$ cat src/sv/ssm_pkg.sv
package ssm_pkg;

  // Field widths
  localparam int AddrW    = 40;
  localparam int LenW     = 24;
  localparam int BlkW     = 21;
  localparam int VolW     = 4;
  localparam int NumVolW  = 5;
  localparam int ReqW     = 2;
  localparam int CfgIdxW  = 2;
  localparam int CfgDataW = 21;

  // Limits
  localparam int MaxVolumes  = 16;
  localparam int MaxSegments = 64;
  localparam logic [BlkW-1:0] DefaultBlock = 21'd8192;
  localparam logic [BlkW-1:0] LargestBlock = 21'd1048576;

  // Stripe width n * bs, at most MaxVolumes * LargestBlock
  localparam int WidthW = $clog2(MaxVolumes * 1048576 + 1);
  localparam int DivCntW = $clog2(AddrW);
  localparam int VolStepW = $clog2(VolW);
  // Width of the segment-limit compare: seglen + (MaxSegments - 1) * bs
  localparam int LimW = BlkW + $clog2(MaxSegments) + 1;

  // Register indexes
  localparam logic [CfgIdxW-1:0] RegNumVolumes = 2'd0;
  localparam logic [CfgIdxW-1:0] RegBlockSize  = 2'd1;

  // Request codes
  localparam logic [ReqW-1:0] OpRead  = 2'd0;
  localparam logic [ReqW-1:0] OpWrite = 2'd1;

  typedef enum logic [1:0] {
    ERR_NONE     = 2'd0,
    ERR_ILLEGAL  = 2'd1,
    ERR_TOO_MANY = 2'd2
  } err_t;

  typedef enum logic [2:0] {
    ST_IDLE,
    ST_DIV,
    ST_VOL,
    ST_CHECK,
    ST_EMIT,
    ST_SINGLE
  } state_t;

endpackage

$ cat src/sv/stripe_segment_mapper_unit.sv
// Channel  | direction | handshake             | word
// ---------+-----------+-----------------------+---------------------------------------
// in       | input     | in_valid / in_ready   | req_type, first_byte, length
// out      | output    | out_valid / out_ready | volume, vol_offset, seg_len, buf_offset,
//          |           |                       | seek_all, error, last
// cfg      | input     | cfg_valid / cfg_ready | cfg_index, cfg_data
//
// A request first runs a bit-serial divide of first_byte by the stripe
// width, then splits the remainder into volume and in-block offset, then
// checks the segment limit; after that it gives one segment per cycle while
// out_ready stays high.
// Illegal requests skip the divide and give their single word directly.
// Reset (rst, synchronous) restores num_volumes 1, block_size 8192 and forgets
// the stream position. A stalled out_ready holds the segment sequencer.
module stripe_segment_mapper_unit import ssm_pkg::*; (
  input  logic                clk,
  input  logic                rst,
  // request channel
  input  logic                in_valid,
  output logic                in_ready,
  input  logic [ReqW-1:0]     req_type,
  input  logic [AddrW-1:0]    first_byte,
  input  logic [LenW-1:0]     length,
  // segment channel
  output logic                out_valid,
  input  logic                out_ready,
  output logic [VolW-1:0]     volume,
  output logic [AddrW-1:0]    vol_offset,
  output logic [BlkW-1:0]     seg_len,
  output logic [LenW-1:0]     buf_offset,
  output logic                seek_all,
  output logic [1:0]          error,
  output logic                last,
  // configuration channel
  input  logic                cfg_valid,
  output logic                cfg_ready,
  input  logic [CfgIdxW-1:0]  cfg_index,
  input  logic [CfgDataW-1:0] cfg_data
);

  state_t state, state_next;

  // configuration
  logic [NumVolW-1:0] num_volumes;
  logic [BlkW-1:0]    block_size;
  logic [NumVolW-1:0] n_eff;
  logic [BlkW-1:0]    bs_eff;

  // stream position
  logic [AddrW:0]     next_byte;
  logic               next_valid;
  logic               last_op;

  // per-request working registers
  logic               op_r;
  logic [AddrW-1:0]   first_r;
  logic [LenW-1:0]    len_r;
  logic [NumVolW-1:0] n_r;
  logic [BlkW-1:0]    bs_r;
  logic [WidthW-1:0]  width;
  logic [AddrW-1:0]   dvd;
  logic [WidthW-1:0]  rem;
  logic [AddrW-1:0]   base;
  logic [DivCntW-1:0] div_cnt;
  logic [VolStepW-1:0] vstep;
  logic [VolW-1:0]    vol;
  logic [BlkW-1:0]    segl;
  logic [LenW-1:0]    left;
  logic [LenW-1:0]    buf_pos;
  logic               first_seg;
  logic               seek_r;
  err_t               single_err;

  // control
  logic               in_acc;
  logic               out_load;

  // effective configuration
  always_comb begin
    if (num_volumes == '0) n_eff = NumVolW'(1);
    else if (num_volumes > NumVolW'(MaxVolumes)) n_eff = NumVolW'(MaxVolumes);
    else n_eff = num_volumes;
    if (block_size == '0) bs_eff = DefaultBlock;
    else if (block_size > LargestBlock) bs_eff = LargestBlock;
    else bs_eff = block_size;
  end

  // stripe width, n * bs
  logic [NumVolW+BlkW-1:0] prod;
  assign prod = {{BlkW{1'b0}}, n_eff} * {{NumVolW{1'b0}}, bs_eff};

  // one restoring divide step
  logic [WidthW:0]   trial;
  logic              qbit;
  assign trial = {rem, dvd[AddrW-1]};
  assign qbit  = (trial >= {1'b0, width});

  // volume split step: compare against bs << vstep
  logic [WidthW-1:0] vsub;
  logic              vbit;
  assign vsub = {{(WidthW-BlkW){1'b0}}, bs_r} << vstep;
  assign vbit = (rem >= vsub);

  // segment limit: first segment plus (MaxSegments - 1) whole blocks
  logic [BlkW-1:0] seg_first;
  logic [LimW-1:0] bs_many;
  logic [LimW-1:0] seg_limit;
  logic            too_many;
  logic            seek_calc;
  assign seg_first = bs_r - rem[BlkW-1:0];
  assign bs_many   = LimW'({{(LimW-BlkW){1'b0}}, bs_r} * LimW'(MaxSegments - 1));
  assign seg_limit = {{(LimW-BlkW){1'b0}}, seg_first} + bs_many;
  assign too_many  = ({{(LimW-LenW){1'b0}}, len_r} > seg_limit);
  assign seek_calc = !next_valid || (next_byte != {1'b0, first_r}) || (last_op != op_r);

  // segment step
  logic [BlkW-1:0] seg_now;
  logic [LenW-1:0] left_next;
  logic [AddrW-1:0] off_now;
  logic            vol_wrap;
  assign seg_now   = ({{(LenW-BlkW){1'b0}}, segl} > left) ? left[BlkW-1:0] : segl;
  assign left_next = left - {{(LenW-BlkW){1'b0}}, seg_now};
  assign off_now   = base + (first_seg ? {{(AddrW-BlkW){1'b0}}, rem[BlkW-1:0]} : '0);
  assign vol_wrap  = ({1'b0, vol} + NumVolW'(1)) == n_r;

  // next state
  always_comb begin
    state_next = state;
    case (state)
      ST_IDLE: begin
        if (in_valid) begin
          if (req_type == OpRead || req_type == OpWrite) state_next = ST_DIV;
          else state_next = ST_SINGLE;
        end
      end
      ST_DIV: begin
        if (div_cnt == DivCntW'(AddrW - 1)) state_next = ST_VOL;
      end
      ST_VOL: begin
        if (vstep == '0) state_next = ST_CHECK;
      end
      ST_CHECK: begin
        if (too_many || len_r == '0) state_next = ST_SINGLE;
        else state_next = ST_EMIT;
      end
      ST_EMIT: begin
        if (out_load && left_next == '0) state_next = ST_IDLE;
      end
      ST_SINGLE: begin
        if (out_load) state_next = ST_IDLE;
      end
      default: state_next = ST_IDLE;
    endcase
  end

  // handshake outputs
  always_comb begin
    in_ready  = (state == ST_IDLE);
    cfg_ready = 1'b1;
    out_load  = (state == ST_EMIT || state == ST_SINGLE) && (!out_valid || out_ready);
  end
  assign in_acc = in_valid && in_ready;

  // control registers
  always_ff @(posedge clk) begin
    if (rst) begin
      state       <= ST_IDLE;
      num_volumes <= NumVolW'(1);
      block_size  <= DefaultBlock;
      next_byte   <= '0;
      next_valid  <= 1'b0;
      last_op     <= 1'b0;
      out_valid   <= 1'b0;
    end else begin
      state <= state_next;
      if (cfg_valid && cfg_ready) begin
        if (cfg_index == RegNumVolumes) num_volumes <= cfg_data[NumVolW-1:0];
        else if (cfg_index == RegBlockSize) block_size <= cfg_data[BlkW-1:0];
      end
      // position update once the request is known to be legal
      if (state == ST_CHECK && !too_many) begin
        next_byte  <= {1'b0, first_r} + {{(AddrW+1-LenW){1'b0}}, len_r};
        next_valid <= 1'b1;
        if (len_r != '0) last_op <= op_r;
      end
      if (out_load) out_valid <= 1'b1;
      else if (out_ready) out_valid <= 1'b0;
    end
  end

  // datapath
  always_ff @(posedge clk) begin
    case (state)
      ST_IDLE: begin
        if (in_acc) begin
          op_r       <= req_type[0];
          first_r    <= first_byte;
          len_r      <= length;
          dvd        <= first_byte;
          n_r        <= n_eff;
          bs_r       <= bs_eff;
          width      <= prod[WidthW-1:0];
          rem        <= '0;
          base       <= '0;
          vol        <= '0;
          div_cnt    <= '0;
          vstep      <= VolStepW'(VolW - 1);
          single_err <= ERR_ILLEGAL;
        end
      end
      // quotient bits come out MSB first; base accumulates quotient * bs
      ST_DIV: begin
        rem     <= qbit ? WidthW'(trial - {1'b0, width}) : trial[WidthW-1:0];
        base    <= {base[AddrW-2:0], 1'b0} + (qbit ? {{(AddrW-BlkW){1'b0}}, bs_r} : '0);
        dvd     <= {dvd[AddrW-2:0], 1'b0};
        div_cnt <= div_cnt + DivCntW'(1);
      end
      ST_VOL: begin
        if (vbit) begin
          rem <= rem - vsub;
          vol[vstep] <= 1'b1;
        end
        vstep <= vstep - VolStepW'(1);
      end
      ST_CHECK: begin
        seek_r     <= seek_calc;
        segl       <= seg_first;
        left       <= len_r;
        buf_pos    <= '0;
        first_seg  <= 1'b1;
        single_err <= too_many ? ERR_TOO_MANY : ERR_NONE;
      end
      ST_EMIT: begin
        if (out_load) begin
          left      <= left_next;
          buf_pos   <= buf_pos + {{(LenW-BlkW){1'b0}}, seg_now};
          first_seg <= 1'b0;
          segl      <= bs_r;
          if (vol_wrap) begin
            vol  <= '0;
            base <= base + {{(AddrW-BlkW){1'b0}}, bs_r};
          end else begin
            vol <= vol + VolW'(1);
          end
        end
      end
      default: begin
      end
    endcase
  end

  // output word register
  always_ff @(posedge clk) begin
    if (out_load) begin
      if (state == ST_EMIT) begin
        volume     <= vol;
        vol_offset <= off_now;
        seg_len    <= seg_now;
        buf_offset <= buf_pos;
        seek_all   <= seek_r;
        error      <= ERR_NONE;
        last       <= (left_next == '0);
      end else begin
        volume     <= '0;
        vol_offset <= '0;
        seg_len    <= '0;
        buf_offset <= '0;
        seek_all   <= (single_err == ERR_NONE) ? seek_r : 1'b0;
        error      <= single_err;
        last       <= 1'b1;
      end
    end
  end

  // error words are single and empty
  a_err_single: assert property (@(posedge clk) disable iff (rst)
    out_valid && error != ERR_NONE |-> last && seg_len == '0 && !seek_all)
    else $error("error word not single or not empty");

  // a request blocks the input until its words are produced
  a_busy: assert property (@(posedge clk) disable iff (rst)
    in_valid && in_ready |=> !in_ready)
    else $error("input taken while busy");

  // non-final data words carry bytes
  a_nonempty: assert property (@(posedge clk) disable iff (rst)
    out_valid && error == ERR_NONE && !last |-> seg_len != '0)
    else $error("empty middle segment");

  // volume counter stays inside the stripe
  a_vol_range: assert property (@(posedge clk) disable iff (rst)
    state == ST_EMIT |-> {1'b0, vol} < n_r)
    else $error("volume index out of range");

endmodule
$ cat config.mk
export PLATFORM = sky130hd
export DESIGN_NAME = stripe_segment_mapper_unit
export DESIGN_NICKNAME = d
export VERILOG_FILES = /design/src/sv/ssm_pkg.sv /design/src/sv/stripe_segment_mapper_unit.sv
export SDC_FILE = /design/constraint.sdc
export NUM_CORES = 2
export LEC_CHECK = 0
export ABC_AREA = 1
export BUFFER_PORTS_ARGS = -buffer_cell sky130_fd_sc_hd__buf_4
export CORE_MARGIN = 2
export CORE_UTILIZATION = 55
export DETAILED_ROUTE_END_ITERATION = 8
export PLACE_DENSITY = 0.76
export RECOVER_POWER = 25
export SYNTH_ARGS = -nofsm -noshare
export SYNTH_HDL_FRONTEND = slang
export SYNTH_SLANG_ARGS = --single-unit
$ cat constraint.sdc
create_clock -name clk -period 11.7 [get_ports clk]
set_clock_uncertainty 0.05 [all_clocks]
set_input_delay 2.34 -clock clk [delete_from_list [all_inputs] [get_ports clk]]
set_output_delay 2.34 -clock clk [all_outputs]
set_load 0.01 [all_outputs]
==> out/qor.yml <==
sta:
  slew_violations: 426
  setup_violations: 0
  slew_headroom: -2.19
  setup-tns-final_ps: 0
  final_hold_viol_count: 0
  rsz0062_at_grt: "false"
  worst_pin_slew_ps: 4790
  period_needed_ps: 7760
  finalCritPeriodShare: 0.663
  fmaxAchievable_ghz: 0.129
critical_path:
  critPathKind: "reg -> reg"
  required_ps: 11910
  startpoint: "state[1]$_SDFFE_PP0P_"
  worstPathArrival_ps: 7970
  end_kind: "flip-flop"
  crit_path_max_fanout: 69
  cp-start-kind: "flip-flop"
  r2r-start: "state[1]$_SDFFE_PP0P_"
yosys:
  synth_nets: 5643
  syn-cell-area_sq_mm: 0.0393
  netlist_top_cells_area: "edfxtp_1 30%, nand2_1 11%, ha_1 10%, inv_1 7.9%, fa_1 7.1%"
  ys_seq_elements: 472
  yosys_most_used_dff: "edfxtp_1"
  ys.warnings.count: 0
  synth_edf_count: 399
  yosys.area.top_type: "edfxtp_1"
  avgSynthCellArea_sq_um: 7.75
  syn_inst: 5080
  ys_seq_area_frac: 0.342
  synth_cell_types: 65
  synth_top_cell_area_share: 0.304
  async_reset_ff_frac: 0
clock_tree:
  cts_made_buffers: 53
  cts_tree: "yes"
  clock_latency_ps: 650
  postCtsHoldBufs: 0
  h-tree-depth: 2
  post_cts_resized: 0
  post-cts-setup-buffers: 0
  clock_sinks: 472
  clk_pin_slew_ps: 60
  clockBufferDepth: 3
  ctsRootBufferMaster: "clkbuf_16"
routing:
  routed_wl_mm: 115
  first_iter_violations: 3516
  num_vias: 35300
  dr.pass1.iters: 6
  wl_per_cell_um: 18.4
  antenna_left: 0
  drc: 0
  vias_per_cell: 5.66
die:
  initial_utilization: 0.553
  die_width_um: 271
  die-height_um: 271
  ios: 190
  die_area_sq_mm: 0.0737
  rows: 98
  coreArea_sq_mm: 0.0711
place:
  place_congestion: 0.970
  dpl.hpwl_mm: 90.0
  post-place-cells: 6135
  io_buffer_count: 188
global_routing:
  gr-total-overflow: 0
  grt_pass1_vias: 33000
  antenna_found_initial: 4
  grt_usage: 0.307
  grt_first_pass_wirelength_mm: 180
  grt_max_degree: 102
job:
  drv_cap: 6
layout:
  diodes: 0
  fin_cells: 6234
  n_fill_cell: 6458
  area_delta_synth_final_pct: 10.7
  fin_util: 0.613
  fin_nets: 5803
  layout-drive-gt1-share: 0.0606
worst_hold_path:
  hp-start: "block_size[15]$_SDFFE_PP0P_"
  hold_class: "reg -> reg"
run_status:
  status: "complete, but fails checks"
  failed_checks: "capacitance limit, slew limit"
-- metrics by stage --
stage / cell area (sq um) / hold WS (ps) / setup slack, ps
floorplan: 39300 / 387 / 2280
global placement: 41700 / 411 / 5430
detailed placement: 41700 / 416 / 5220
CTS: 43700 / 426 / 5200
global route: 43600 / 448 / 3510
finish: 43600 / 427 / 3940
-- kinds of logic after synthesis --
family                     synth area share
muxes                              0.000763
xor gates and xnor gates             0.0383
adders and majority gates             0.176
other                             0.0000953
buffers and inverters                0.0910
AOI/OAI and AO/OA                     0.147
and+or+nand+nor                       0.206
DFF                                   0.342
-- state kept, by name (all words and copies together) (netlist names), 25 cells and up --
register,count
base,40
dvd,40
first_r,40
next_byte,41
rem,25
vol_offset,40
width,25
-- Yosys cell counts, types with 48 or more instances --
master / instances
nor2_1: 453
inv_1: 824
ha_1: 330
dfxtp_1: 73
nand3_1: 169
nand4_1: 48
edfxtp_1: 399
a21oi_1: 426
fa_1: 139
clkbuf_1: 81
o21ai_0: 371
nand2_1: 1180
xnor2_1: 83
xor2_1: 89
-- placed cells by master (no fill, tap or decap), types with 19 or more instances in the layout --
master / count
nand2_1: 1179
inv_1: 825
nor2_1: 452
a21oi_1: 425
edfxtp_1: 399
o21ai_0: 370
ha_1: 330
nand3_1: 168
fa_1: 139
buf_4: 135
xor2_1: 89
xnor2_1: 83
dfxtp_1: 73
clkbuf_16: 58
nand4_1: 48
nor3_1: 47
clkbuf_1: 44
o21ai_1: 40
clkbuf_4: 36
a21o_1: 30
nor4_1: 27
o21a_1: 27
a31oi_1: 26
o22ai_1: 23
o21bai_1: 21
o211ai_1: 19
-- worst max-delay path, cell delays in order (launching register included) --
cell and delay [ps]:
dfxtp_1 330, inv_1 70, nand2_1 90, nor2_4 80, clkbuf_1 2850, inv_1 2150, buf_4 760, a211oi_4 310
buf_4 560
-- area by class of cell --
class	instances	area, sq um	share of cell area
multi-input combinational	3670	22400	0.514
sequential	472	13400	0.309
inverter	835	3140	0.0720
clock buffer	68	1520	0.0349
timing repair buffer	208	1420	0.0327
tap	950	1190	0.0273
clock inverter	31	480	0.0110
-- path summary, 6_finish.rpt --
| check | endpoint | slack, ps | cells past startpoint |
|---|---|---|---|
| worst max-delay path | base[18]$_DFFE_PP_ | 3940 | 8 |
| worst min-delay path | block_size[15]$_SDFFE_PP0P_ | 430 | 2 |
| worst max register to register | base[18]$_DFFE_PP_ | 3940 | 8 |
| worst min register to register | block_size[15]$_SDFFE_PP0P_ | 430 | 2 |
-- layer usage --
| layer | track usage | up-vias | part of all wire |
|---|---|---|---|
| met1 | 0.434 | 16500 | 0.43 |
| met4 | 0.0930 | 2 | 0.030 |
| met5 | 0 | - | 0.00011 |
| met3 | 0.0379 | 189 | 0.083 |
| li1 | - | 17100 | - |
| met2 | 0.494 | 1470 | 0.45 |
Power is left out: the tool's default activity adds up to more than one toggle a clock period on the data nets, which glitch-free logic cannot reach.
